File: src/sv/ipimq_pkg.sv
`default_nettype none

package ipimq_pkg;

  localparam int unsigned NumCpusDef     = 8;
  localparam int unsigned QueueDepthDef  = 32;
  localparam int unsigned PayloadBitsDef = 32;

  localparam logic [3:0] ActiveCpusRst = 4'd8;

  typedef enum logic [1:0] {
    ST_OK,
    ST_BAD_CPU,
    ST_FULL,
    ST_EMPTY
  } status_e;

  // Decision of the queue stage, handed to the result stage.
  typedef struct packed {
    logic       valid;
    status_e    status;
    logic       got;
    logic [2:0] cpu;
    logic [5:0] level;
  } stage_t;

endpackage

`default_nettype wire

File: src/sv/ipimq_result.sv
`default_nettype none

module ipimq_result import ipimq_pkg::*; #(
  parameter int unsigned CPU_COUNT    = NumCpusDef,
  parameter int unsigned PAYLOAD_BITS = PayloadBitsDef
) (
  input  wire logic        clk_i,
  input  wire logic        rst_ni,
  input  wire stage_t      stage_i,
  input  wire logic [6+((PAYLOAD_BITS < 32) ? PAYLOAD_BITS : 32)-1:0] rdata_i,
  output logic             done_o,
  output logic [1:0]       status_o,
  output logic             got_message_o,
  output logic [2:0]       out_src_cpu_o,
  output logic [2:0]       out_msg_type_o,
  output logic [31:0]      out_payload_o,
  output logic             type_known_o,
  output logic [1:0]       cpu_state_now_o,
  output logic [5:0]       queue_level_o
);

  localparam int unsigned CpuW      = $clog2(CPU_COUNT);
  localparam int unsigned StoreBits = (PAYLOAD_BITS < 32) ? PAYLOAD_BITS : 32;

  localparam logic [2:0] IPI_RESCHED = 3'd0;
  localparam logic [2:0] IPI_CALL    = 3'd1;
  localparam logic [2:0] IPI_STOP    = 3'd3;

  typedef enum logic [1:0] {
    RUN_OFFLINE,
    RUN_ONLINE,
    RUN_DEAD,
    RUN_DYING
  } run_state_e;

  run_state_e run_q [CPU_COUNT];
  logic       done_q;
  status_e    status_q;
  logic       got_q;
  logic [2:0] src_q;
  logic [2:0] type_q;
  logic [31:0] data_q;
  logic       known_q;
  run_state_e state_q;
  logic [5:0] level_q;

  logic [CpuW-1:0]      idx;
  logic [2:0]           rd_src;
  logic [2:0]           rd_type;
  logic [StoreBits-1:0] rd_data;
  logic                 stop_taken;
  logic                 known;
  run_state_e           state_now;

  always_comb begin
    idx        = CpuW'(stage_i.cpu);
    rd_src     = rdata_i[StoreBits+3 +: 3];
    rd_type    = rdata_i[StoreBits +: 3];
    rd_data    = rdata_i[StoreBits-1:0];
    stop_taken = stage_i.valid && stage_i.got && (rd_type == IPI_STOP);
    known      = stage_i.got &&
                 ((rd_type == IPI_RESCHED) || (rd_type == IPI_CALL) || (rd_type == IPI_STOP));
    if (stage_i.status == ST_BAD_CPU) begin
      state_now = RUN_OFFLINE;
    end else if (stop_taken) begin
      state_now = RUN_DYING;
    end else begin
      state_now = run_q[idx];
    end
  end

  always_ff @(posedge clk_i or negedge rst_ni) begin
    if (!rst_ni) begin
      done_q <= 1'b0;
      for (int i = 0; i < CPU_COUNT; i++) begin
        run_q[i] <= RUN_ONLINE;
      end
    end else begin
      done_q <= stage_i.valid;
      if (stop_taken) begin
        run_q[idx] <= RUN_DYING;
      end
    end
  end

  always_ff @(posedge clk_i) begin
    if (stage_i.valid) begin
      status_q <= stage_i.status;
      got_q    <= stage_i.got;
      src_q    <= stage_i.got ? rd_src : 3'd0;
      type_q   <= stage_i.got ? rd_type : 3'd0;
      data_q   <= stage_i.got ? 32'(rd_data) : 32'd0;
      known_q  <= known;
      state_q  <= state_now;
      level_q  <= stage_i.level;
    end
  end

  assign done_o          = done_q;
  assign status_o        = status_q;
  assign got_message_o   = got_q;
  assign out_src_cpu_o   = src_q;
  assign out_msg_type_o  = type_q;
  assign out_payload_o   = data_q;
  assign type_known_o    = known_q;
  assign cpu_state_now_o = state_q;
  assign queue_level_o   = level_q;

endmodule

`default_nettype wire

File: config.mk
export PLATFORM = sky130hd
export DESIGN_NAME = ipimq_result
export DESIGN_NICKNAME = d
export VERILOG_FILES = /design/src/sv/ipimq_pkg.sv /design/src/sv/ipimq_result.sv
export SDC_FILE = /design/constraint.sdc
export NUM_CORES = 1
export LEC_CHECK = 0
export ABC_AREA = 1
export BUFFER_PORTS_ARGS = -buffer_cell sky130_fd_sc_hd__buf_2
export CAP_MARGIN = 30
export CORE_ASPECT_RATIO = 1.25
export CORE_MARGIN = 2
export CORE_UTILIZATION = 40
export DETAILED_ROUTE_END_ITERATION = 8
export GPL_TIMING_DRIVEN = 1
export HOLD_SLACK_MARGIN = 0.15
export PLACE_DENSITY = 0.68
export SKIP_LAST_GASP = 1
export SLEW_MARGIN = 20
export SYNTH_ARGS = -nofsm -noshare
export SYNTH_HDL_FRONTEND = slang
export SYNTH_SLANG_ARGS = --single-unit
File: constraint.sdc
create_clock -name clk_i -period 1.4 [get_ports clk_i]
set_input_delay 0.07 -clock clk_i [delete_from_list [all_inputs] [get_ports clk_i]]
set_output_delay 0.07 -clock clk_i [all_outputs]
set_load 0.01 [all_outputs]
# After elaboration in Yosys (flattened, before gate mapping)
# Index checks and enable logic that the tools add are counted.
# W data, S select, Z words.
# word_totals
ff_bits,67
input_bits,53
output_inout_bits,51
elab_cells,37
# classes
order_cmp,2
eq_ne,3
mux,6
bitwise_logic,2
reduce_logical,7
# ops
operator,n
$or A16 B16 Y16,1
$mux W2,4
$bmux W2 S3,1
$demux W2 S3,1
$ge A4 B4 Y1 const B,1
$logic_and A1 B1 Y1,4
$lt A4 B1 Y1 const B,1
$not A3 Y4,1
$eq A3 B1 Y1 const B,1
$eq A3 B2 Y1 const B,1
$logic_not A3 Y1,1
$eq A2 B1 Y1 const B,1
$logic_or A1 B1 Y1,2

# Logic depth before layout (Yosys ltp)
# Gate-level depths: netlist of run 1.
# depth
ltp_word,6
depth_mapped,7
depth_no_buf,6

# Least setup slack after synthesis of run 1
# No wires, ideal clock.
# synth_timing
path_type,register to register
start,register run_q[0] (netlist name)
end,"register state_q[0], in the netlist cpu_state_now_o[0] (data pin)"
setup_ns,0.146
t_arrival_ns,0.843
required_ns,1.254
path_slack_ns,0.411
stages_incl_launch_ff,7
n_path_buf,0
synth_period_minus_slack_ns,0.989
cell_sequence,dfstp_2 inv_1 nand2_1 nand2_1 nor2_1 nor2_1 a21oi_1
# synth_via
elab_chain_cells,4
# synth_rtl
element,line_no,rtl
start: declaration,ipimq_result.sv:36,run_state_e run_q [CPU_COUNT];
start signal: indexed assignment,ipimq_result.sv:76,run_q[i] <= RUN_ONLINE;
start signal: indexed assignment,ipimq_result.sv:81,run_q[idx] <= RUN_DYING;
$bmux W2 S3,ipimq_result.sv:68,state_now = run_q[idx];
$mux W2 (not written as such) (2 in a row),ipimq_result.sv:68,
$mux W2,ipimq_result.sv:65,end else if (stop_taken) begin
end signal: assignment,ipimq_result.sv:94,state_q <= state_now;
end: declaration,ipimq_result.sv:44,run_state_e state_q;
# No other way between the ends. The select of a mux whose other input is x is not followed.
# A chain may end at the register's enable or synchronous reset.

# Worst setup path after layout of run 1
# layout_timing
start,input port rdata_i[32] (netlist name)
end,"register type_q[0], in the netlist out_msg_type_o[0] (data pin)"
# layout_rtl
element,line_no,rtl
start: declaration,ipimq_result.sv:10,"input wire logic [6+((PAYLOAD_BITS < 32) ? PAYLOAD_BITS : 32)-1:0] rdata_i,"
end signal: assignment,ipimq_result.sv:91,type_q <= stage_i.got ? rd_type : 3'd0;
end: declaration,ipimq_result.sv:41,logic [2:0] type_q;
# No word-level cell between the ends.

==> key figures, run 1 <==
Status
  – Status: finished clean

Timing
  – Hold WS: about 0.19 ns
  – Slew headroom: about two thirds
  – Minimum clock period: around 1.3 ns
  – RSZ-0062 raised after global routing: false
  – Fmax: ~760 MHz
  – Max-slew violation count: 0
  – Hold Fails Final Rpt: 0
  – Clock skew: ~0.0043 ns
  – Final setup fails: 0
  – Fin Setup TNS: 0 ns
  – Least-Margin Pin Slew: 0.472 ns
  – Period utilisation layout: 94.3%
  – Final worst setup slack: 0.0802 ns

Worst setup path
  – Crit path DAT: 1.41 ns
  – Most frequent CP cell: dlygate4sd3_1
  – Critical path endpoint category: flip-flop
  – Critical path buffers and inverters: 4
  – Critical path's largest stage delay: about 0.55 ns
  – CP Cell Sequence: dlygate4sd3_1 > buf_2 > nand2_1 > dlygate4sd3_1 > inv_1
  – Crit path max fanout: 3
  – Critical Path RT: between 1 and 1.5 ns
  – Critical Path Start Type: input pin
  – Critical path class: in -> reg
  – Slowest stage cell, crit path: dlygate4sd3_1
  – CP delay by family, top: buffers and inverters

Synth
  – Xor and xnor area share after synthesis: 0%
  – Main synth FF type: edfxtp_1
  – Synth top area share: between 50% and 60%
  – Area contributors post-synth: edfxtp_1, nand2_1, dfrtp_1
  – Largest family of logic cells by synthesized area: simple AND/OR/NAND/NOR gates
  – Post-synthesis mux area share: 0%
  – Post-synthesis cell type count: 19
  – Post-synth EDFFs: 50
  – Cell Area, Synth: ~0.0027 mm^2
  – Synth cell count leaders: nand2_1, inv_1, edfxtp_1, nand3_1, dfrtp_1
  – Post-synthesis net count: between 200 and 300
  – Mean post-synth cell area: ~11 um^2
  – Yosys Warn Count: 0
  – #FFs+latches synth: between 60 and 70
  – Sequential fraction of the synthesis area: 72.7%
  – Most numerous cell in the Yosys netlist: nand2_1
  – Post-synth ARST share: between 20% and 30%
  – Synth Area in Simple Gates: between 10 and 15%
  – Synth Instances: around 240
  – Post-synthesis compound-gate area fraction: between 2 and 2.5%
  – Post-synth top area cell: edfxtp_1
  – Adder-Cell Fraction of Synth Area: 0%

Floorplan
  – Die extent in y: approximately 95 um
  – Num rows: 33
  – Die W: ~77 um
  – Die area: about 0.0073 mm^2
  – Io pins: 104
  – Initial Util: between 40% and 50%
  – Core Region: between 0.006 and 0.007 mm^2

CTS
  – H-tree depth: 3
  – Skew-Pair Late Insertion Delay: between 0.3 and 0.4 ns
  – Worst-path clk slew: approximately 0.070 ns
  – Root buf cell: clkbuf_8
  – Post-cts resize count: 0
  – CTS buffer count: 9
  – TritonCTS clock tree: done
  – CTS sink count: 67
  – CTS Buffer Depth: 2

GRT
  – First-pass GRT wire length: roughly 9700 um
  – Vias in the first global route: about 2200
  – Grt total ovfl: 0
  – Initial antenna violation count: 0
  – Largest net degree at the start of global routing: just over 40
  – Total GRT Usage: between 10% and 20%

Power and ir drop
  – Total power draw: between 4000 and 5000 uW
  – Pleak: 0.00207 uW
  – Power density over the cells: 1140 mW/mm^2
  – Worst vdd ir: 0.000519 V

Detailed routing
  – Drt pass-1 iters: 4
  – DRT antenna net count: 0
  – Iteration-0 DRC Markers: ~120
  – Total vias in the final route: between 2000 and 2500
  – DR vias/cell: approximately 4.4
  – Wire length per cell: roughly 12 um
  – # DRC: 0
  – DRT Wirelength: just over 6000 um

Cells and area
  – Final nets: approximately 460
  – Area Overhead vs Synth: 50.5%
  – Share of cells above drive strength 1: 33.5%
  – Ant. Diodes: 0
  – Post-layout util: 61.5%

Placement
  – RD Place Congestion: between 0.9 and 1
  – Place WS: 0.317 ns
  – DP HPWL: 3820 um
  – IO buf count: about 100

Hold path
  – Hold WC Path Type: in -> async

Run
  – Max-Cap Viols: 0
-- metrics by stage --
step,cell area (um^2),cells
2_1_floorplan,2660,241
3_3_place_gp,3270,428
3_5_place_dp,3270,428
4_1_cts,4010,496
5_1_grt,4010,496
6_report,4010,496
-- repair_timing --
| item | in CTS | in global routing |
|---|---|---|
| hold buffers | 52 | 0 |
| setup buffers | 0 | 0 |
| endpoints found under the hold margin | 79 | 0 |
-- layer usage --
metal	track usage, %	wire, um	vias to the layer above
met5	0	0	-
met1	18.7	2430	1002
met4	8.78	99	0
li1	-	-	1062
met2	32.5	3270	85
met3	3.22	336	11
-- final cells by class --
type | count | area, um^2
clock buffers | 9 | 124
repair buffers | 159 | 1070
inverters | 61 | 229
well taps | 87 | 109
fillers | 548 | 2510
clock inverters | 7 | 92.6
multi-input cells | 106 | 453
flip-flops and latches | 67 | 1940
-- registers in the layout (all words and copies together) (netlist names), 2 cells and up --
signal,flops
out_payload_o,32
queue_level_o,6
run_q,16
out_src_cpu_o,3
out_msg_type_o,3
status_o,2
cpu_state_now_o,2
-- path summary, 6_finish.rpt --
path | cells after the start | start | slack [ns] | end
worst max register to register | 6 | run_q[4] | 0.30 | cpu_state_now_o[0]
max in group asynchronous | 2 | rst_ni | 0.89 | run_q[12]
worst max-delay path | 5 | rdata_i[32] | 0.08 | out_msg_type_o[0]
min in group clk_i | 3 | stage_i[9] | 0.23 | type_known_o
worst min-delay path | 2 | rst_ni | 0.19 | run_q[11]
worst min register to register | 2 | run_q[11] | 0.46 | run_q[11]
-- cells by family after synthesis --
kind of cell    Yosys count
buf+inv                  68
flops                    67
compound gates           11
simple gates             95
-- report_power, final --
group	internal, uW	switching [uW]	total, uW
Clock	995	708	1700
Combinational	266	279	544
Sequential	2280	32.3	2310
Total	3540	1020	4560
-- placed cells by master (no fill, tap or decap), drive strengths merged --
master	count
clkbuf	9
o21ai	8
nand2	70
bufinv	2
nand3	14
edfxtp	50
buf	107
clkinv	4
dfstp	8
inv	60
o21bai	1
dfrtp	9
nor2	11
a21oi	2
clkinvlp	2
dlygate4sd3	52
Power figures use the tool's default switching activity.
==> run 2: changes to the inputs <==
==> constraint.sdc (replaced) <==
create_clock -name clk_i -period 1.4 [get_ports clk_i]
set_input_delay 0.21 -clock clk_i [delete_from_list [all_inputs] [get_ports clk_i]]
set_output_delay 0.21 -clock clk_i [all_outputs]
set_load 0.01 [all_outputs]
==> run 2 against run 1 <==
  * Via count decreased by 3.4%
  * Critical path type unchanged
  * Clock power increased by 5%
  * Clock-buffer cell count increased by 1
  * Core utilization decreased by 0.71 points
  * Die area unchanged
  * Clock skew increased by 0.00099 ns
  * Highest routed layer unchanged
==> key figures, run 2 (synthesis results as in run 1) <==
GRT
  – Vias in the first global route: 2073 (was 2185)
  – Largest net degree at the start of global routing: 41 (unchanged)
  – Total GRT Usage: 17.2% (was 17.3%)
  – Grt total ovfl: 0 (unchanged)
  – Initial antenna violation count: 1 (was 0)
  – First-pass GRT wire length: 9480 um (was 9740 um)

Timing
  – Period utilisation layout: 89.8% (was 94.3%)
  – Final setup fails: 0 (unchanged)
  – Fin Setup TNS: 0 ns (unchanged)
  – Clock skew: 0.00526 ns (was 0.00427 ns)
  – Minimum clock period: 1.26 ns (was 1.32 ns)
  – RSZ-0062 raised after global routing: false (unchanged)
  – Least-Margin Pin Slew: 0.391 ns (was 0.472 ns)
  – Max-slew violation count: 0 (unchanged)
  – Hold WS: 0.197 ns (was 0.188 ns)
  – Fmax: 795 MHz (was 758 MHz)
  – Hold Fails Final Rpt: 0 (unchanged)
  – Slew headroom: 73.9% (was 68.5%)

Worst setup path
  – Crit path max fanout: 4 (was 3)
  – Slowest stage cell, crit path: dlygate4sd3_1 (unchanged)
  – Critical Path RT: 1.48 ns (was 1.49 ns)
  – Crit path DAT: 1.34 ns (was 1.41 ns)
  – Critical path buffers and inverters: 3 (was 4)
  – R2R cell count: 6 (unchanged)
  – Worst R2R Setup Slack: 0.33 ns (was 0.30 ns)
  – CP Cell Sequence: dlygate4sd3_1 > buf_2 > nand2_1 > inv_1 > nand2_1 > nand2_1 > nor2_1 > a21oi_2 (was dlygate4sd3_1 > buf_2 > nand2_1 > dlygate4sd3_1 > inv_1)
  – Reg2reg end: cpu_state_now_o[0] (unchanged)
  – Reg-to-Reg Start: run_q[0] (was run_q[4])
  – Most frequent CP cell: nand2_1 (was dlygate4sd3_1)
  – CP delay by family, top: buffers and inverters (unchanged)
  – Critical path's largest stage delay: 0.54 ns (was 0.55 ns)
  – Critical path class: in -> reg (unchanged)
  – Critical path endpoint category: flip-flop (unchanged)
  – Critical Path Start Type: input pin (unchanged)

Floorplan
  – Die area: 0.00733 mm^2 (unchanged)
  – Die extent in y: 95.2 um (unchanged)
  – Io pins: 104 (unchanged)
  – Initial Util: 40.8% (unchanged)
  – Num rows: 33 (unchanged)
  – Die W: 77.0 um (unchanged)
  – Core Region: 0.00652 mm^2 (unchanged)

Cells and area
  – Register area: 0.00194 mm^2 (unchanged)
  – Multi-input logic area: 453 um^2 (unchanged)
  – Commonest cells after routing, fill and taps aside: buf_2, nand2_1, inv_1 (unchanged)
  – Layout filler cell count: 548 (unchanged)
  – Area Overhead vs Synth: 48.8% (was 50.5%)
  – Final nets: 450 (was 457)
  – Max reg flops: 32 (unchanged)
  – Share of cells above drive strength 1: 34.3% (was 33.5%)
  – Commonest non-fill, non-tap cell in the layout: buf_2 (unchanged)

CTS
  – Setup Buffers After CTS: 0 (unchanged)
  – TritonCTS clock tree: done (unchanged)
  – Worst-path clk slew: 0.07 ns (about the same)
  – CTS sink count: 67 (unchanged)
  – CTS Buffer Depth: 2 (unchanged)
  – Skew-Pair Late Insertion Delay: 0.33 ns (about the same)
  – Root buf cell: clkbuf_8 (unchanged)
  – CTS buffer count: 9 (unchanged)
  – Post-cts resize count: 0 (unchanged)
  – H-tree depth: 3 (unchanged)

Hold path
  – Endpoint, Worst Hold: out_msg_type_o[2]
  – Hold path start: rdata_i[34]
  – Hold WC Path Type: in -> reg (was in -> async)
  – Hold depth: 3

Detailed routing
  – DRT antenna net count: 0 (unchanged)
  – Total vias in the final route: 2087 (was 2160)
  – Drt pass-1 iters: 4 (unchanged)
  – DRT Wirelength: 5910 um (was 6130 um)
  – Iteration-0 DRC Markers: 104 (was 116)
  – Wire length per cell: 12.1 um (was 12.4 um)
  – DR vias/cell: 4.26 (was 4.35)
  – # DRC: 0 (unchanged)

Power and ir drop
  – Clk network pwr share: 38.5% (was 37.3%)
  – Reg power frac: 50.0% (was 50.7%)
  – Worst vdd ir: 0.000524 V (was 0.000519 V)
  – Switch share: 22.3% (about the same)
  – Gate power share: 11.5% (was 11.9%)
  – Pint: 3590 uW (was 3540 uW)
  – Pleak: 0.00206 uW (was 0.00207 uW)
  – Power density over the cells: 1170 mW/mm^2 (was 1140 mW/mm^2)
  – Net Sw Power: 1030 uW (was 1020 uW)

Placement
  – IO buf count: 103 (unchanged)
  – DP HPWL: 3770 um (was 3820 um)
  – RD Place Congestion: 0.915 (was 0.946)

Status
  – Status: finished clean (unchanged)

Run
  – Max-Cap Viols: 0 (unchanged)
==> run 2: worst max path at each step <==
stage                      startpoint            endpoint  slack [ns]  cells past startpoint
after detailed placement   stage_i[6]  cpu_state_now_o[1]        0.22                      7
after global routing      rdata_i[33]  cpu_state_now_o[0]       0.008                      8
after CTS                 rdata_i[33]  cpu_state_now_o[1]        0.15                      8
after floorplan            stage_i[9]  cpu_state_now_o[1]        0.41                      7
after global placement     stage_i[6]  cpu_state_now_o[1]        0.23                      7
final                     rdata_i[33]  cpu_state_now_o[1]        0.14                      8
==> run 2: per-layer routing <==
| layer | vias to the layer above | track usage (%) | wire [um] |
|---|---|---|---|
| met1 | 948 | 19.5 | 2530 |
| met3 | 10 | 4.17 | 278 |
| met2 | 75 | 30.9 | 3010 |
| li1 | 1054 | - | - |
| met4 | 0 | 7.74 | 78 |
| met5 | - | 0 | 0 |
==> run 2: power by group through the flow <==
stage / Clock, uW / Sequential [uW] / Combinational [uW]
detailed placement: 0 / 2350 / 432
global placement: 0 / 2350 / 427
CTS: 1820 / 2310 / 529
finish: 1780 / 2310 / 530
global route: 1910 / 2320 / 584
floorplan: 0 / 2420 / 109
==> run 2: repair_timing <==
| action | 4_1_cts | 5_1_grt |
|---|---|---|
| hold buffers | 45 | 0 |
| setup endpoints to repair | 0 | 0 |
| hold endpoints to repair | 61 | 0 |
==> run 2: cell type report <==
cell class | instances | share of cell area (%)
clock inverter | 6 | 2.21
inverter | 61 | 5.78
sequential | 67 | 48.9
tap | 87 | 2.75
timing repair buffer | 152 | 25.4
antenna | 1 | 0.0631
clock buffer | 10 | 3.47
multi-input combinational | 106 | 11.4
==> run 2: per-stage QoR <==
step	total power [uW]	worst slack, ns	utilization (%)	std cells	area [um^2]
finish	4620	0.143	60.8	490	3960
floorplan	2530	0.407	-	241	2660
global route	4810	0.00756	60.7	489	3960
detailed placement	2780	0.219	50.4	428	3290
global placement	2770	0.226	50.4	428	3290
CTS	4660	0.145	60.7	489	3960
==> run 2: worst min-delay path, stage by stage <==
cell     delay (ns)
buf_2          0.12
nand2_1        0.05
inv_1          0.04
==> run 3: changes to the inputs <==
ABC_AREA = not set   (was 1)
==> run 3 against run 2 <==
  * Highest routed layer unchanged
  * Sequential power increased by 4%
  * First-iteration DRC count decreased by 50%
  * Wire length decreased by 13%
  * Register-to-register slack got worse by 0.29 ns
  * Cell count decreased by 23%
  * Cell area decreased by 7.9%
  * Synthesized cell count decreased by 37%
  * Clock skew decreased by 0.0012 ns
==> key figures, run 3 <==
Status
  – Status: finished clean (unchanged)

CTS
  – CTS Buffer Depth: 2 (unchanged)
  – Worst-path clk slew: 0.07 ns (about the same)
  – H-tree depth: 3 (unchanged)
  – CTS sink count: 67 (unchanged)
  – Root buf cell: clkbuf_8 (unchanged)
  – TritonCTS clock tree: done (unchanged)
  – Skew-Pair Late Insertion Delay: 0.32 ns (was 0.33 ns)
  – CTS buffer count: 9 (unchanged)

Power and ir drop
  – Total power draw: 4840 uW (was 4620 uW)
  – Worst vdd ir: 0.000926 V (was 0.000524 V)
  – Pleak: 0.00161 uW (was 0.00206 uW)
  – Power density over the cells: 1330 mW/mm^2 (was 1170 mW/mm^2)

Cells and area
  – Area Overhead vs Synth: 42.0% (was 48.8%)
  – Max reg flops: 32 (unchanged)
  – Layout filler cell count: 488 (was 548)
  – Commonest non-fill, non-tap cell in the layout: buf_2 (unchanged)
  – Design area: 0.00365 mm^2 (was 0.00396 mm^2)
  – Post-layout util: 58.9% (was 60.8%)
  – Final nets: 339 (was 450)
  – Ant. Diodes: 0 (was 1)
  – Commonest cells after routing, fill and taps aside: buf_2, edfxtp_1, and2_1 (was buf_2, nand2_1, inv_1)
  – Share of cells above drive strength 1: 53.3% (was 34.3%)

Worst setup path
  – Crit path max fanout: 2 (was 4)
  – CP delay by family, top: flip-flops (was buffers and inverters)
  – Crit. Startpoint: run_q[14] (was rdata_i[33])
  – Critical path endpoint category: flip-flop (unchanged)
  – Critical path's largest stage delay: 0.53 ns (was 0.54 ns)
  – CP Cell Sequence: or3b_1 > a21o_1 > a41oi_2 (was dlygate4sd3_1 > buf_2 > nand2_1 > inv_1 > nand2_1 > nand2_1 > nor2_1 > a21oi_2)
  – Critical path buffers and inverters: 0 (was 3)
  – Crit path DAT: 1.53 ns (was 1.34 ns)
  – Critical path class: reg -> reg (was in -> reg)
  – Critical Path RT: 1.57 ns (was 1.48 ns)
  – R2R cell count: 3 (was 6)
  – Critical Path Start Type: flip-flop (was input pin)
  – Stages on the worst setup path: 3 (was 8)
  – Slowest stage cell, crit path: dfstp_2 (was dlygate4sd3_1)
  – Reg-to-Reg Start: run_q[14] (was run_q[0])

Timing
  – Slew headroom: 74.1% (was 73.9%)
  – Fmax: 737 MHz (was 795 MHz)
  – Minimum clock period: 1.36 ns (was 1.26 ns)
  – Least-Margin Pin Slew: 0.387 ns (was 0.391 ns)
  – Hold Fails Final Rpt: 0 (unchanged)
  – Max-slew violation count: 0 (unchanged)
  – Period utilisation layout: 96.9% (was 89.8%)
  – Final setup fails: 0 (unchanged)
  – Clock skew: 0.00411 ns (was 0.00526 ns)
  – RSZ-0062 raised after global routing: true (was false)
  – Hold WS: 0.168 ns (was 0.197 ns)

Synth
  – #FFs+latches synth: 67 (unchanged)
  – Synth Instances: 153 (was 241)
  – Area contributors post-synth: edfxtp_1, and2_1, dfrtp_1 (was edfxtp_1, nand2_1, dfrtp_1)
  – Cell Area, Synth: 0.00257 mm^2 (was 0.00266 mm^2)
  – Post-synth EDFFs: 50 (unchanged)
  – Mean post-synth cell area: 16.8 um^2 (was 11.1 um^2)
  – Sequential fraction of the synthesis area: 75.3% (was 72.7%)
  – Synth top area share: 58.4% (was 56.4%)
  – Post-synth ARST share: 25.4% (unchanged)
  – Yosys Warn Count: 0 (unchanged)
  – Post-synth top area cell: edfxtp_1 (unchanged)
  – Most numerous cell in the Yosys netlist: edfxtp_1 (was nand2_1)
  – Synth cell count leaders: edfxtp_1, and2_1, dfrtp_1, a31o_2, dfstp_2 (was nand2_1, inv_1, edfxtp_1, nand3_1, dfrtp_1)
  – Post-synthesis cell type count: 29 (was 19)
  – Main synth FF type: edfxtp_1 (unchanged)
  – Post-synthesis net count: 206 (was 294)

Detailed routing
  – DRT Wirelength: 5140 um (was 5910 um)
  – # DRC: 0 (unchanged)
  – Total vias in the final route: 1743 (was 2087)
  – Iteration-0 DRC Markers: 52 (was 104)
  – Wire length per cell: 13.7 um (was 12.1 um)
  – DR vias/cell: 4.64 (was 4.26)
  – Drt pass-1 iters: 4 (unchanged)
  – DRT antenna net count: 0 (unchanged)

Hold path
  – Hold WC Path Type: in -> reg (unchanged)
  – Hold depth: 2 (was 3)
  – Hold path start: rdata_i[5] (was rdata_i[34])

Placement
  – Dpl cell area: 0.00325 mm^2 (was 0.00329 mm^2)
  – DP HPWL: 3610 um (was 3770 um)
  – IO buf count: 103 (unchanged)
  – RD Place Congestion: 0.777 (was 0.915)

Floorplan
  – Die W: 75.7 um (was 77.0 um)
  – Die extent in y: 93.6 um (was 95.2 um)
  – Num rows: 32 (was 33)
  – Initial Util: 41.4% (was 40.8%)
  – Io pins: 104 (unchanged)
  – Core Region: 0.00621 mm^2 (was 0.00652 mm^2)
  – Die area: 0.00709 mm^2 (was 0.00733 mm^2)

GRT
  – Initial antenna violation count: 0 (was 1)
  – Total GRT Usage: 15.0% (was 17.2%)
  – First-pass GRT wire length: 7800 um (was 9480 um)
  – Largest net degree at the start of global routing: 52 (was 41)
  – Grt total ovfl: 0 (unchanged)
  – Vias in the first global route: 1681 (was 2073)

Run
  – Max-Cap Viols: 0 (unchanged)
==> run 3: cell type report <==
cell class | count | area [um^2] | share of cell area (%)
multi-input cells | 78 | 599 | 16.4
clock inverters | 6 | 114 | 3.12
clock buffers | 10 | 128 | 3.49
well taps | 85 | 106 | 2.91
repair buffers | 130 | 768 | 21.0
flip-flops and latches | 67 | 1940 | 53.0
==> run 3: through the flow <==
stage	setup TNS (ns)	instances	setup WS, ns
after floorplan	0	153	0.0889
after global placement	0	344	0.0375
after detailed placement	0	344	0.0465
after CTS	0	375	0.0226
after global routing	-0.0188	376	-0.0155
final	0	376	0.0432
==> run 3: what timing repair did <==
action                                  CTS  global route
hold endpoints to repair                 31             0
gates resized for setup                   0             1
hold buffers                             15             0
buffers inserted                          0             1
endpoints found under the setup margin    0             2
==> run 3: final timing paths <==
path / endpoint / slack (ns)
max in group asynchronous: run_q[6] / 0.76
hold / removal: out_payload_o[5] / 0.17
setup / recovery: cpu_state_now_o[0] / 0.04
min in group asynchronous: run_q[5] / 0.33
setup reg to reg: cpu_state_now_o[0] / 0.04
hold reg to reg: run_q[7] / 0.46
==> run 3: per-layer routing <==
metal	global-route usage [%]	part of all wire, %
met5	0	0
met4	6.29	2.7
met3	5.39	8.1
met2	24.6	49
met1	17.5	40
==> run 3: worst reg2reg max path: stages, from the launching register on <==
cell and delay, ns:
dfstp_2 0.53, or3b_1 0.34, a21o_1 0.19, a41oi_2 0.15
==> run 3: where the power goes <==
group	switching (uW)	internal [uW]	leakage (uW)
Clock	698	1190	0.000113
Combinational	254	292	0.000814
Sequential	57.2	2360	0.000685
Total	1010	3830	0.00161
==> run 3: cell families (layout without fill, tap and decap cells) <==
| family | Yosys count | count (layout) | share of synthesized area, % |
|---|---|---|---|
| AND/OR/NAND/NOR | 52 | 52 | 13.4 |
| multiplexers | 5 | 5 | 3.02 |
| buffers and inverters | 8 | 146 | 1.65 |
| AO/OA/AOI/OAI | 21 | 21 | 6.57 |
| flip-flops | 67 | 67 | 75.3 |
