## src/sv/ipimq_pkg.sv

```systemverilog
`default_nettype none

package ipimq_pkg;

  localparam int unsigned NumCpusDef     = 8;
  localparam int unsigned QueueDepthDef  = 32;
  localparam int unsigned PayloadBitsDef = 32;

  localparam logic [3:0] ActiveCpusRst = 4'd8;

  typedef enum logic [1:0] {
    ST_OK,
    ST_BAD_CPU,
    ST_FULL,
    ST_EMPTY
  } status_e;

  // Decision of the queue stage, handed to the result stage.
  typedef struct packed {
    logic       valid;
    status_e    status;
    logic       got;
    logic [2:0] cpu;
    logic [5:0] level;
  } stage_t;

endpackage

`default_nettype wire

```

## src/sv/ipimq_queue_ctrl.sv

```systemverilog
`default_nettype none

module ipimq_queue_ctrl import ipimq_pkg::*; #(
  parameter int unsigned CPU_COUNT    = NumCpusDef,
  parameter int unsigned QUEUE_DEPTH  = QueueDepthDef,
  parameter int unsigned PAYLOAD_BITS = PayloadBitsDef
) (
  input  wire logic        clk_i,
  input  wire logic        rst_ni,
  input  wire logic        accept_i,
  input  wire logic        req_type_i,
  input  wire logic [2:0]  src_cpu_i,
  input  wire logic [2:0]  target_cpu_i,
  input  wire logic [2:0]  msg_type_i,
  input  wire logic [31:0] payload_i,
  input  wire logic [3:0]  active_cpus_i,
  output logic             mem_en_o,
  output logic             mem_we_o,
  output logic [$clog2(CPU_COUNT*QUEUE_DEPTH)-1:0] mem_addr_o,
  output logic [6+((PAYLOAD_BITS < 32) ? PAYLOAD_BITS : 32)-1:0] mem_wdata_o,
  output stage_t           stage_o
);

  localparam int unsigned CpuW      = $clog2(CPU_COUNT);
  localparam int unsigned PtrW      = $clog2(QUEUE_DEPTH);
  localparam int unsigned LvlW      = $clog2(QUEUE_DEPTH + 1);
  localparam int unsigned AddrW     = $clog2(CPU_COUNT * QUEUE_DEPTH);
  localparam int unsigned StoreBits = (PAYLOAD_BITS < 32) ? PAYLOAD_BITS : 32;

  localparam logic REQ_SEND = 1'b0;
  localparam logic REQ_TAKE = 1'b1;

  localparam logic [4:0]      NumCpusLim = 5'(CPU_COUNT);
  localparam logic [LvlW-1:0] FullLevel  = LvlW'(QUEUE_DEPTH);
  localparam logic [PtrW-1:0] LastSlot   = PtrW'(QUEUE_DEPTH - 1);

  logic [PtrW-1:0] rd_ptr_q [CPU_COUNT];
  logic [PtrW-1:0] wr_ptr_q [CPU_COUNT];
  logic [LvlW-1:0] fill_q   [CPU_COUNT];
  stage_t          stage_q;

  logic [CpuW-1:0] idx;
  logic [4:0]      limit;
  logic            target_ok;
  logic [LvlW-1:0] fill_cur;
  logic [LvlW-1:0] level_after;
  logic            is_send;
  logic            is_take;
  logic            full;
  logic            empty;
  logic            send_ok;
  logic            take_ok;
  logic [PtrW-1:0] ptr;
  logic [PtrW-1:0] ptr_next;
  status_e         status;
  stage_t          stage_d;

  always_comb begin
    idx       = CpuW'(target_cpu_i);
    limit     = ({1'b0, active_cpus_i} < NumCpusLim) ? {1'b0, active_cpus_i} : NumCpusLim;
    target_ok = {2'b00, target_cpu_i} < limit;
    fill_cur  = fill_q[idx];
    is_send   = req_type_i == REQ_SEND;
    is_take   = req_type_i == REQ_TAKE;
    full      = fill_cur == FullLevel;
    empty     = fill_cur == '0;
    send_ok   = accept_i && target_ok && is_send && !full;
    take_ok   = accept_i && target_ok && is_take && !empty;
    ptr       = is_send ? wr_ptr_q[idx] : rd_ptr_q[idx];
    ptr_next  = (ptr == LastSlot) ? '0 : ptr + 1'b1;

    if (!target_ok) begin
      status = ST_BAD_CPU;
    end else if (is_send && full) begin
      status = ST_FULL;
    end else if (is_take && empty) begin
      status = ST_EMPTY;
    end else begin
      status = ST_OK;
    end

    if (!target_ok) begin
      level_after = '0;
    end else if (send_ok) begin
      level_after = fill_cur + 1'b1;
    end else if (take_ok) begin
      level_after = fill_cur - 1'b1;
    end else begin
      level_after = fill_cur;
    end

    stage_d.valid  = accept_i;
    stage_d.status = status;
    stage_d.got    = take_ok;
    stage_d.cpu    = target_cpu_i;
    stage_d.level  = 6'(level_after);
  end

  always_ff @(posedge clk_i or negedge rst_ni) begin
    if (!rst_ni) begin
      for (int i = 0; i < CPU_COUNT; i++) begin
        rd_ptr_q[i] <= '0;
        wr_ptr_q[i] <= '0;
        fill_q[i]   <= '0;
      end
      stage_q <= '0;
    end else begin
      stage_q <= stage_d;
      if (send_ok) begin
        wr_ptr_q[idx] <= ptr_next;
        fill_q[idx]   <= fill_cur + 1'b1;
      end
      if (take_ok) begin
        rd_ptr_q[idx] <= ptr_next;
        fill_q[idx]   <= fill_cur - 1'b1;
      end
    end
  end

  assign mem_en_o    = send_ok || take_ok;
  assign mem_we_o    = send_ok;
  assign mem_addr_o  = AddrW'(idx) * AddrW'(QUEUE_DEPTH) + AddrW'(ptr);
  assign mem_wdata_o = {src_cpu_i, msg_type_i, payload_i[StoreBits-1:0]};
  assign stage_o     = stage_q;

endmodule

`default_nettype wire

```

## config.mk

```make
export PLATFORM = sky130hd
export DESIGN_NAME = ipimq_queue_ctrl
export DESIGN_NICKNAME = d
export VERILOG_FILES = /design/src/sv/ipimq_pkg.sv /design/src/sv/ipimq_queue_ctrl.sv
export SDC_FILE = /design/constraint.sdc
export NUM_CORES = 1
export LEC_CHECK = 0
export BUFFER_PORTS_ARGS = -buffer_cell sky130_fd_sc_hd__clkbuf_2
export CORE_MARGIN = 2
export CORE_UTILIZATION = 35
export CTS_BUF_LIST = sky130_fd_sc_hd__clkbuf_8 sky130_fd_sc_hd__clkbuf_16
export DETAILED_ROUTE_END_ITERATION = 6
export HOLD_SLACK_MARGIN = 0.05
export PLACE_DENSITY = 0.56
export SYNTH_ARGS = -nofsm -noshare
export SYNTH_HDL_FRONTEND = slang
export SYNTH_SLANG_ARGS = --single-unit
```

## constraint.sdc

```tcl
create_clock -name clk_i -period 10.15 [get_ports clk_i]
set_input_delay 2.03 -clock clk_i [delete_from_list [all_inputs] [get_ports clk_i]]
set_output_delay 2.03 -clock clk_i [all_outputs]
set_load 0.02 [all_outputs]
```

Yosys cells after proc, flatten, opt, wreduce, memory -nomap -nowiden
Cells that the tools add are included.

operators by class
  add/sub/neg operators = 4
  $mul = 0
  divide/modulo/power cells = 0
  order comparisons = 4
  equal/unequal tests = 2
  shift-type cells = 0
  muxes and demuxes = 28
  bitwise operators = 2
  reductions and logical operators = 12

operators by type and width
  operator             number
  $bwmux 48            2
  $mux 48              2
  $bwmux 40            2
  $mux 6               6
  $mux 5               7
  $bmux 5 s3           2
  $bmux 6 s3           1
  $demux 6 s3          1
  $demux 5 s3          1
  $add 8x5->8          1
  $logic_and 1x1->1    8
  $add 6x1->6 const B  1
  $eq 6x6->1 const B   1
  $logic_not 6->1      1
  $mux 2               3
  $sub 6x1->6 const B  1
  $add 5x1->5 const B  1
  $eq 5x5->1 const B   1
  $ge 4x4->1 const B   1
  $lt 3x4->1           1
  $lt 4x1->1 const B   1
  $lt 4x4->1 const B   1
  $mux 4               1
  $not 3->4            1
  other kinds (3)      4

word-level totals
  bits in registers = 141
  bits in latches = 0
  bits in writable memories = 0
  memory bits (read-only) = 0
  input port bits = 49
  output and inout port bits = 61
  logic and storage cells = 81
  memories kept = 0

Longest topological paths before layout
Gate-level depths: netlist of run 1.

  depth after elaboration = 10
  depth in mapped cells = 17
  depth with buffers taken out = 12

Worst setup path after synthesis of run 1
Ideal clock, no wire load.

  path kind = input to output
  from = input target_cpu_i[2]
  to = output mem_en_o
  arrival time = 4.924 ns
  data required time = 8.120 ns
  slack = 3.196 ns
  stages = 15
  buffers on the path = 7
  cell sequence = buf_2 > buf_4 > buf_6 > buf_2 > mux4_2 > mux2i_2 > clkbuf_1 > ha_1 > inv_1 > a221oi_1 > and4_1 > a21o_1 > buf_6 > buf_2 > nand2_1

on the way
  cells in the longest elaborated chain, start to end = 8
  elaborated cells on any way between the ends = 15
  classes of those cells = order compare: 1; eq/ne: 1; mux: 3; bitwise: 1; reduce/logical: 9

ends and longest elaborated chain
  item                                                  RTL line                                        text
  start: declaration                                    ipimq_queue_ctrl.sv:13                          input wire logic [2:0] target_cpu_i,
  $not 3->4 (implied by the code)                       ipimq_queue_ctrl.sv:62                          fill_cur = fill_q[idx];
  $bmux 6 s3                                            ipimq_queue_ctrl.sv:62
  $mux 6 (implied by the code) (2 in a row)             ipimq_queue_ctrl.sv:62
  $eq 6x6->1 / $logic_not 6->1 (equally long branches)  ipimq_queue_ctrl.sv:65, ipimq_queue_ctrl.sv:66
  $logic_not 1->1, on equally long branches             ipimq_queue_ctrl.sv:67, ipimq_queue_ctrl.sv:68
  $logic_and 1x1->1, on equally long branches           ipimq_queue_ctrl.sv:67, ipimq_queue_ctrl.sv:68
  $logic_or 1x1->1 (*)                                  ipimq_queue_ctrl.sv:120                         assign mem_en_o = send_ok || take_ok;
  end: declaration                                      ipimq_queue_ctrl.sv:17                          output logic mem_en_o,

Mark *: on every way between the ends. The rest lies on a longest branch, timed or not. The select of a mux whose other input is x is not followed.

Final worst setup path of run 1
  from = input target_cpu_i[0]
  to = output mem_we_o

on the way
  cells in the longest elaborated chain, start to end = 7
  elaborated cells on any way between the ends = 10
  classes of those cells = order compare: 1; eq/ne: 1; mux: 3; bitwise: 1; reduce/logical: 4

ends and longest elaborated chain
  item                                       RTL line                text
  $not 3->4 (implied by the code)            ipimq_queue_ctrl.sv:62
  $bmux 6 s3                                 ipimq_queue_ctrl.sv:62
  $mux 6 (implied by the code) (2 in a row)  ipimq_queue_ctrl.sv:62
  $eq 6x6->1                                 ipimq_queue_ctrl.sv:65  full = fill_cur == FullLevel;
  $logic_not 1->1                            ipimq_queue_ctrl.sv:67  send_ok = accept_i && target_ok && is_send && !full;
  $logic_and 1x1->1 (*)                      ipimq_queue_ctrl.sv:67
  end: declaration                           ipimq_queue_ctrl.sv:18  output logic mem_we_o,

Marks and branches as above.

==> results.sh, run 1 <==
export IMPL_avgSynthCellArea_um2=11.6
export IMPL_setup_tns_ns=0
export IMPL_fillCellCount=2046
export IMPL_cts_root_buffer="clkbuf_16"
export IMPL_slew_headroom_pct=25.2
export IMPL_synthesis_instances=652
export IMPL_synth_top_area_share_pct=46.8
export IMPL_clock_sinks=141
export IMPL_cts_buffers=17
export IMPL_postCtsHoldBufs=0
export IMPL_synthTopCellsByCount="dfrtp_1, mux2_2, buf_4"
export IMPL_slew_violations=0
export IMPL_drive_above_1_share_pct=29.2
export IMPL_path_buf_inv=5
export IMPL_crit_path_max_incr_delay_ns=0.73
export IMPL_drv_cap=0
export IMPL_cp_start_kind="input port"
export IMPL_grt_start_max_net_pins=88
export IMPL_power_density_nw_per_um2=279
export IMPL_gp_congestion=0.905
export IMPL_ys_warnings_count=0
export IMPL_die_w_um=151
export IMPL_clk_latency_ns=0.43
export IMPL_die_h_um=151
export IMPL_grt_pass1_vias=5572
export IMPL_reg2reg_slack_ns=5.77
export IMPL_hold_viol=0
export IMPL_wirelength_mm=21.5
export IMPL_synth_edf_count=0
export IMPL_ant_nets=0
export IMPL_worst_r2r_endpoint="fill_q[0]"
export IMPL_r2r_worst_path_cells=10
export IMPL_ys_async_sr_fraction_pct=100
export IMPL_rows=53
export IMPL_grt_first_pass_wirelength_mm=33.5
export IMPL_synth_area_um2=7540
export IMPL_fin_nets=689
export IMPL_first_pass_iters=5
export IMPL_yosysMostFrequentCell="dfrtp_1"
export IMPL_utilization_pct=38.8
export IMPL_final_period_utilization_pct=79.7
export IMPL_synth_area_leaders="dfrtp_1, mux2_2, buf_4, mux2_1, a21oi_1"
export IMPL_fin_hold_ws_ns=0.484
export IMPL_tightestPinTransition_ns=1.12
export IMPL_min_to="fill_q[16]"
export IMPL_antenna_found_initial=0
export IMPL_hold_path_class="flip-flop to flip-flop"
export IMPL_crit_fanout=33
export IMPL_yosys_area_top_type="dfrtp_1"
export IMPL_dieArea_um2=22700
export IMPL_clk_pin_slew_ns=0.06
export IMPL_status="finished, final reports clean"
export IMPL_vias=5385
export IMPL_setup_violations=0
export IMPL_finalCriticalPeriod_ns=8.09
export IMPL_crit_arrival_ns=6.06
export IMPL_cts_setup_buffers=0
export IMPL_ios=110
export IMPL_ys_types=71
export IMPL_endpoint_kind="primary output"
export IMPL_fp_coreArea_um2=21100
export IMPL_synth_nets=707
export IMPL_cts_repair_resized=0
export IMPL_grt_overflow=0
export IMPL_area_growth_pct=8.55
export IMPL_required_ns=8.12
export IMPL_r2r_start="fill_q[6]"
export IMPL_ir_drop_v=0.000134
export IMPL_cts_buffer_depth=2
export IMPL_cts_tree="done"
export IMPL_grt_use_total_pct=19.8
export IMPL_avgViaCountPerCell=5.84
export IMPL_critical_path_class="input port to primary output"
export IMPL_port_buffer_count=33
export IMPL_seq_area_frac_synth_pct=46.8
export IMPL_crit_path_top_delay_cell="inv_1"
export IMPL_wl_per_cell_um=23.3
export IMPL_htree_levels=4
export IMPL_path_cells="clkbuf_2, inv_1, mux2i_2, ha_1, inv_1, a221oi_1, and4_1, a21o_2, inv_2, clkbuf_2"
export IMPL_ys_flop_type="dfrtp_1"
export IMPL_fmax_ghz=0.124
export IMPL_drt_iter0_markers=337
export IMPL_hpwl_mm=15.1
export IMPL_hold_start="fill_q[16]"
export IMPL_critPathTopFamily="buffers and inverters"
export IMPL_antenna_cells=0
export IMPL_worst_clock_skew_ns=0.0115
export IMPL_path_depth=10
export IMPL_drc=0
export IMPL_p_leak_uw=0.00347
export IMPL_synth_seq_cells=141
export IMPL_worstHoldPathCells=1
export IMPL_rsz0062_at_grt="false"
export IMPL_start_util_pct=35.7
## power breakdown
part,internal (uW),switching (uW)
clock network,393,243
registers,795,136
logic,312,402
total,1500,781
## worst register-to-register path, stage by stage (launching register included)
cell      delay [ns]
dfrtp_1         0.38
mux4_2          0.48
mux2i_2         0.55
ha_1            0.34
inv_1           0.10
a221oi_1        0.27
and4_1          0.32
a21o_2          0.58
inv_2           0.34
o21ai_0         0.70
o21ai_0         0.16
## placed cells by master (no fill, tap or decap), types with 5 or more instances in the layout
| cell type | n |
|---|---|
| a211oi_1 | 11 |
| a21oi_1 | 32 |
| a21oi_2 | 6 |
| a221o_1 | 6 |
| a221oi_1 | 12 |
| a22o_1 | 8 |
| a22oi_1 | 6 |
| buf_4 | 5 |
| clkbuf_16 | 17 |
| clkbuf_2 | 32 |
| dfrtp_1 | 141 |
| ha_1 | 6 |
| inv_1 | 12 |
| mux2_1 | 20 |
| mux2_2 | 76 |
| mux2i_1 | 16 |
| mux4_2 | 7 |
| nand2_1 | 27 |
| nand2b_1 | 7 |
| nor2_1 | 37 |
| nor2_2 | 12 |
| nor3_1 | 14 |
| o21ai_0 | 14 |
| o22a_1 | 10 |
| o22ai_1 | 13 |
| xnor2_1 | 6 |
## cell families (layout without fill, tap and decap cells)
logic type	Yosys count	in the layout	synth area share, %
compound gates	157	157	15.4
buf+inv	90	85	7.65
xor+xnor	6	6	0.697
fa+ha+maj	6	6	0.996
flops	141	141	46.8
simple gates	130	130	9.21
mux	122	122	19.2
## flip-flops by register name (all words and copies together), names as in the netlist
register,flops
fill_q,48
wr_ptr_q,40
rd_ptr_q,40
stage_o,13
## routing by layer
layer  wire length [um]  vias to the layer above  global-route usage (%)  share of wire, %
li1                   -                     2343                       -                 -
met4                844                        0                    9.11               3.9
met3               1380                       62                    4.73               6.4
met2               9890                      213                    30.6                46
met5                  0                        -                       0                 0
met1               9400                     2767                    26.4                44
## cell type report
type | count | area (um2) | share of cell area [%]
sequential | 141 | 3530 | 43.1
multi-input combinational | 421 | 3430 | 41.9
clock buffer | 18 | 439 | 5.37
tap | 275 | 344 | 4.21
timing repair buffer | 38 | 209 | 2.55
clock inverter | 14 | 170 | 2.08
inverter | 15 | 58.8 | 0.719
## per-stage QoR
step / instances / total power (uW) / setup slack (ns) / area (um2)
finish: 922 / 2280 / 2.06 / 8180
global route: 922 / 2410 / 1.73 / 8180
CTS: 922 / 2290 / 2.13 / 8180
detailed placement: 890 / 1650 / 2.15 / 7570
global placement: 890 / 1630 / 2.28 / 7570
floorplan: 652 / 1450 / 3.20 / 7540
## worst max path at each step
stage,from,end,slack (ns)
after floorplan,target_cpu_i[2],mem_en_o,3.20
after global placement,target_cpu_i[0],mem_we_o,2.28
after detailed placement,target_cpu_i[0],mem_we_o,2.15
after CTS,target_cpu_i[0],mem_we_o,2.13
after global routing,target_cpu_i[0],mem_we_o,1.73
final,target_cpu_i[0],mem_we_o,2.06
Note: power is estimated with default switching activity, not from simulation.
==> run 2, diff against run 1 <==
--- a/config.mk
+++ b/config.mk
@@ -11,7 +11,7 @@
 export CTS_BUF_LIST = sky130_fd_sc_hd__clkbuf_8 sky130_fd_sc_hd__clkbuf_16
 export DETAILED_ROUTE_END_ITERATION = 6
 export HOLD_SLACK_MARGIN = 0.05
-export PLACE_DENSITY = 0.56
+export PLACE_DENSITY = 0.58
 export SYNTH_ARGS = -nofsm -noshare
 export SYNTH_HDL_FRONTEND = slang
 export SYNTH_SLANG_ARGS = --single-unit
==> constraint.sdc (replaced) <==
create_clock -name clk_i -period 7.25 [get_ports clk_i]
set_input_delay 1.45 -clock clk_i [delete_from_list [all_inputs] [get_ports clk_i]]
set_output_delay 1.45 -clock clk_i [all_outputs]
set_load 0.02 [all_outputs]
==> run 2 against run 1 <==
  * Register-to-register slack got worse by 2.4 ns
  * Critical endpoint unchanged
  * Final cell count up 0.43%
  * Clock power increased by 38%
==> results.sh, run 2 (synthesized netlist as in run 1, its figures left out) <==
export IMPL_status="finished, final reports clean"
export IMPL_clk_pin_slew_ns=0.06
export IMPL_postCtsHoldBufs=0
export IMPL_top_regs="fill_q x48, rd_ptr_q x40, wr_ptr_q x40"
export IMPL_vias=5515
export IMPL_finalCriticalPeriod_ns=6.17
export IMPL_hpwl_mm=15.2
export IMPL_die_w_um=151
export IMPL_drt_iter0_markers=585
export IMPL_fillCellCount=2024
export IMPL_slew_violations=0
export IMPL_wl_per_cell_um=23.4
export IMPL_final_period_utilization_pct=85.0
export IMPL_first_pass_iters=6
export IMPL_grt_use_total_pct=19.9
export IMPL_clk_latency_ns=0.43
export IMPL_area_growth_pct=8.88
export IMPL_tightestPinTransition_ns=1.05
export IMPL_seqCellArea_um2=3530
export IMPL_rows=53
export IMPL_fin_hold_ws_ns=0.489
export IMPL_slew_headroom_pct=30.0
export IMPL_cts_tree="done"
export IMPL_final_common_cell="dfrtp_1"
export IMPL_final_cell_mix="dfrtp_1, mux2_2, nor2_1"
export IMPL_cp_start_kind="input port"
export IMPL_multiInputGateArea_um2=3430
export IMPL_drc=0
export IMPL_worst_clock_skew_ns=0.00653
export IMPL_setup_tns_ns=0
export IMPL_cts_repair_resized=0
export IMPL_cts_setup_buffers=0
export IMPL_hold_path_class="flip-flop to flip-flop"
export IMPL_largest_register="fill_q"
export IMPL_power_density_nw_per_um2=391
export IMPL_die_h_um=151
export IMPL_cts_buffers=17
export IMPL_gp_congestion=0.903
export IMPL_clock_sinks=141
export IMPL_htree_levels=4
export IMPL_largest_register_ffs=48
export IMPL_drv_cap=0
export IMPL_port_buffer_count=33
export IMPL_ir_drop_v=0.000163
export IMPL_crit_fanout=19
export IMPL_fp_coreArea_um2=21100
export IMPL_wirelength_mm=21.6
export IMPL_fmax_ghz=0.162
export IMPL_cts_root_buffer="clkbuf_16"
export IMPL_grt_start_max_net_pins=81
export IMPL_crit_arrival_ns=4.72
export IMPL_setup_violations=0
export IMPL_rsz0062_at_grt="false"
export IMPL_hold_viol=0
export IMPL_ios=110
export IMPL_grt_pass1_vias=5591
export IMPL_required_ns=5.80
export IMPL_dieArea_um2=22700
export IMPL_start_util_pct=35.7
export IMPL_endpoint_kind="primary output"
export IMPL_ant_nets=0
export IMPL_drive_above_1_share_pct=29.5
export IMPL_antenna_cells=0
export IMPL_fin_nets=695
export IMPL_antenna_found_initial=0
export IMPL_avgViaCountPerCell=5.96
export IMPL_grt_overflow=0
export IMPL_critical_path_class="input port to primary output"
export IMPL_p_leak_uw=0.00351
export IMPL_grt_first_pass_wirelength_mm=33.5
export IMPL_cts_buffer_depth=2
-- run 2: power breakdown --
| part | switching, uW | leakage, uW | internal (uW) |
|---|---|---|---|
| logic | 581 | 0.00145 | 444 |
| registers | 187 | 0.00176 | 1110 |
| clock network | 321 | 0.000304 | 558 |
-- run 2: worst max-delay path: stages --
cell and delay, ns:
clkbuf_2 0.30, buf_4 0.35, nor2_1 0.14, a221oi_1 0.38, o21a_1 0.26, ha_1 0.24
inv_1 0.09, a221oi_1 0.29, and4_1 0.33, a21o_2 0.39, inv_2 0.25, clkbuf_2 0.22
-- run 2: routing by layer --
layer | share of wire [%] | vias up | GRT usage (%)
met4 | 3.4 | 0 | 9.16
met3 | 8.3 | 54 | 4.30
met5 | 0 | - | 0
met2 | 47 | 305 | 31.6
met1 | 41 | 2800 | 25.9
li1 | - | 2356 | -
-- run 2: stage by stage --
stage / setup slack [ns] / std cells / instance area [um2] / total power, uW / util (%)
3_3_place_gp: 1.30 / 896 / 7620 / 2290 / 36.1
3_5_place_dp: 1.18 / 896 / 7620 / 2330 / 36.1
6_report: 1.08 / 926 / 8210 / 3200 / 38.9
2_1_floorplan: 1.46 / 652 / 7540 / 2030 / -
5_1_grt: 0.831 / 926 / 8210 / 3370 / 38.9
4_1_cts: 1.17 / 926 / 8210 / 3210 / 38.9
-- run 2: worst paths after layout --
| check | from | to | slack (ns) | cells after the start |
|---|---|---|---|---|
| worst min-delay path | fill_q[45] | fill_q[45] | 0.49 | 1 |
| worst min register to register | fill_q[45] | fill_q[45] | 0.49 | 1 |
| max in group asynchronous | rst_ni | fill_q[21] | 4.79 | 2 |
| min in group asynchronous | rst_ni | stage_o[7] | 1.00 | 1 |
| worst max register to register | fill_q[37] | fill_q[24] | 3.40 | 12 |
| worst max-delay path | target_cpu_i[1] | mem_we_o | 1.08 | 12 |
-- run 2: cell type report --
type,count,share of cell area [%]
repair buffers,44,3.10
well taps,275,4.19
flip-flops and latches,141,43.0
inverters,15,0.717
multi-input cells,421,41.8
clock buffers,20,5.69
clock inverters,10,1.49
==> run 3, diff against run 2 <==
--- a/config.mk
+++ b/config.mk
@@ -8,7 +8,7 @@
 export BUFFER_PORTS_ARGS = -buffer_cell sky130_fd_sc_hd__clkbuf_2
 export CORE_MARGIN = 2
 export CORE_UTILIZATION = 35
-export CTS_BUF_LIST = sky130_fd_sc_hd__clkbuf_8 sky130_fd_sc_hd__clkbuf_16
+export CTS_BUF_LIST = sky130_fd_sc_hd__clkbuf_2 sky130_fd_sc_hd__clkbuf_4 sky130_fd_sc_hd__clkbuf_8
 export DETAILED_ROUTE_END_ITERATION = 6
 export HOLD_SLACK_MARGIN = 0.05
 export PLACE_DENSITY = 0.58
==> run 3 against run 2 <==
  * Non-clock buffer count is the same
  * Total power decreased by 7.1%
  * Fmax is essentially flat
  * Global-route usage fell by 0.052 points
  * First-iteration DRC count grew 1.4%
  * Final cell count is the same
  * Setup slack improved by 0.0053 ns
  * Via count decreased by 1.1%
  * Register-to-register slack better by 0.02 ns
  * Clock power fell by 26%
  * Critical path type unchanged
  * Largest cell class unchanged
  * Largest power group unchanged
  * Highest routed layer unchanged
==> results.sh, run 3 (synthesized netlist as in run 1, its figures left out) <==
export IMPL_status="finished, final reports clean"
export IMPL_wirelength_mm=21.6
export IMPL_r2r_start="fill_q[37]"
export IMPL_fillCellCount=2041
export IMPL_drive_above_1_share_pct=29.8
export IMPL_start_util_pct=35.7
export IMPL_drt_iter0_markers=593
export IMPL_antenna_cells=0
export IMPL_reg2reg_slack_ns=3.42
export IMPL_cts_buffers=17
export IMPL_die_w_um=151
export IMPL_pwr_share_comb_pct=34.4
export IMPL_critical_path_class="input port to primary output"
export IMPL_final_cell_mix="dfrtp_1, mux2_2, nor2_1"
export IMPL_placed_area_um2=7620
export IMPL_worst_r2r_endpoint="fill_q[26]"
export IMPL_ir_drop_v=0.000164
export IMPL_grt_pass1_vias=5582
export IMPL_place_ws_ns=1.18
export IMPL_area_growth_pct=6.44
export IMPL_fp_coreArea_um2=21100
export IMPL_die_h_um=151
export IMPL_p_int_uw=1920
export IMPL_required_ns=5.80
export IMPL_cts_repair_resized=0
export IMPL_endpoint_kind="primary output"
export IMPL_slew_headroom_pct=30.5
export IMPL_dieArea_um2=22700
export IMPL_crit_fanout=19
export IMPL_final_common_cell="dfrtp_1"
export IMPL_largest_register_ffs=48
export IMPL_worstHoldPathCells=1
export IMPL_r2r_worst_path_cells=12
export IMPL_vias=5457
export IMPL_finalCriticalPeriod_ns=6.16
export IMPL_min_to="rd_ptr_q[31]"
export IMPL_setup_tns_ns=0
export IMPL_crit_arrival_ns=4.71
export IMPL_postCtsHoldBufs=0
export IMPL_power_frac_seq_pct=43.7
export IMPL_cts_root_buffer="clkbuf_8"
export IMPL_setup_slack_ns=1.09
export IMPL_clock_sinks=141
export IMPL_top_regs="fill_q x48, rd_ptr_q x40, wr_ptr_q x40"
export IMPL_grt_overflow=0
export IMPL_ant_nets=0
export IMPL_fin_nets=695
export IMPL_largest_register="fill_q"
export IMPL_rows=53
export IMPL_hold_viol=0
export IMPL_seqCellArea_um2=3530
export IMPL_drv_cap=0
export IMPL_avgViaCountPerCell=5.89
export IMPL_grt_start_max_net_pins=81
export IMPL_hpwl_mm=15.2
export IMPL_switchingPower_uw=1050
export IMPL_clk_latency_ns=0.46
export IMPL_final_period_utilization_pct=85.0
export IMPL_cts_tree="done"
export IMPL_fin_hold_ws_ns=0.493
export IMPL_hold_start="rd_ptr_q[31]"
export IMPL_htree_levels=4
export IMPL_clk_pin_slew_ns=0.08
export IMPL_port_buffer_count=33
export IMPL_wl_per_cell_um=23.3
export IMPL_swShare_pct=35.4
export IMPL_antenna_found_initial=0
export IMPL_p_clk_share_pct=21.9
export IMPL_rsz0062_at_grt="false"
export IMPL_grt_first_pass_wirelength_mm=33.4
export IMPL_cts_buffer_depth=2
export IMPL_fmax_ghz=0.162
export IMPL_cp_start_kind="input port"
export IMPL_grt_use_total_pct=19.8
export IMPL_tightestPinTransition_ns=1.04
export IMPL_stdcell_area_um2=8020
export IMPL_first_pass_iters=5
export IMPL_ios=110
export IMPL_worst_clock_skew_ns=0.0122
export IMPL_cts_setup_buffers=0
export IMPL_hold_path_class="flip-flop to flip-flop"
export IMPL_drc=0
export IMPL_slew_violations=0
export IMPL_setup_violations=0
export IMPL_p_leak_uw=0.00342
export IMPL_gp_congestion=0.903
export IMPL_power_density_nw_per_um2=371
export IMPL_multiInputGateArea_um2=3430
==> run 3: cell count changes in the layout (fill, tap and decap cells not counted), sizes merged <==
cell,delta
inv,-2
clkbuf,+2
==> run 3: worst max-delay path by stage <==
stage               endpoint  slack [ns]       startpoint  cells past startpoint
finish              mem_we_o        1.09  target_cpu_i[1]                     12
floorplan           mem_en_o        1.46  target_cpu_i[2]                     15
global placement    mem_we_o        1.30  target_cpu_i[1]                     12
detailed placement  mem_we_o        1.18  target_cpu_i[1]                     12
CTS                 mem_we_o        1.17  target_cpu_i[1]                     12
global route        mem_we_o        0.83  target_cpu_i[1]                     12
==> run 3: cell type report <==
class / instances / area share [%]
repair buffers: 44 / 3.17
clock inverters: 8 / 1.44
clock buffers: 22 / 3.62
flip-flops and latches: 141 / 44.0
inverters: 15 / 0.733
well taps: 275 / 4.29
multi-input cells: 421 / 42.8
==> run 3: routing by layer <==
layer | global-route usage [%] | wire, um | vias to the layer above
met5 | 0 | 0 | -
met4 | 8.55 | 703 | 0
met3 | 4.76 | 1990 | 50
met2 | 31.2 | 10100 | 274
met1 | 26.0 | 8770 | 2787
li1 | - | - | 2346
==> run 3: critical path, stage by stage <==
cell and delay [ns]:
clkbuf_2 0.30, buf_4 0.36, nor2_1 0.14, a221oi_1 0.36, o21a_1 0.26, ha_1 0.24
inv_1 0.09, a221oi_1 0.30, and4_1 0.33, a21o_2 0.40, inv_2 0.26, clkbuf_2 0.22
==> run 3: metrics by stage <==
| stage | std cells | utilization, % | power (uW) |
|---|---|---|---|
| global route | 926 | 38.0 | 3150 |
| detailed placement | 896 | 36.1 | 2330 |
| floorplan | 652 | - | 2030 |
| global placement | 896 | 36.1 | 2290 |
| CTS | 926 | 38.0 | 2990 |
| finish | 926 | 38.0 | 2980 |
==> run 3: power by group through the flow <==
| stage | combinational [uW] | sequential (uW) | clock [uW] |
|---|---|---|---|
| 2_1_floorplan | 771 | 1260 | 0 |
| 3_3_place_gp | 991 | 1300 | 0 |
| 3_5_place_dp | 1020 | 1310 | 0 |
| 4_1_cts | 1020 | 1300 | 670 |
| 5_1_grt | 1110 | 1340 | 703 |
| 6_report | 1020 | 1300 | 652 |
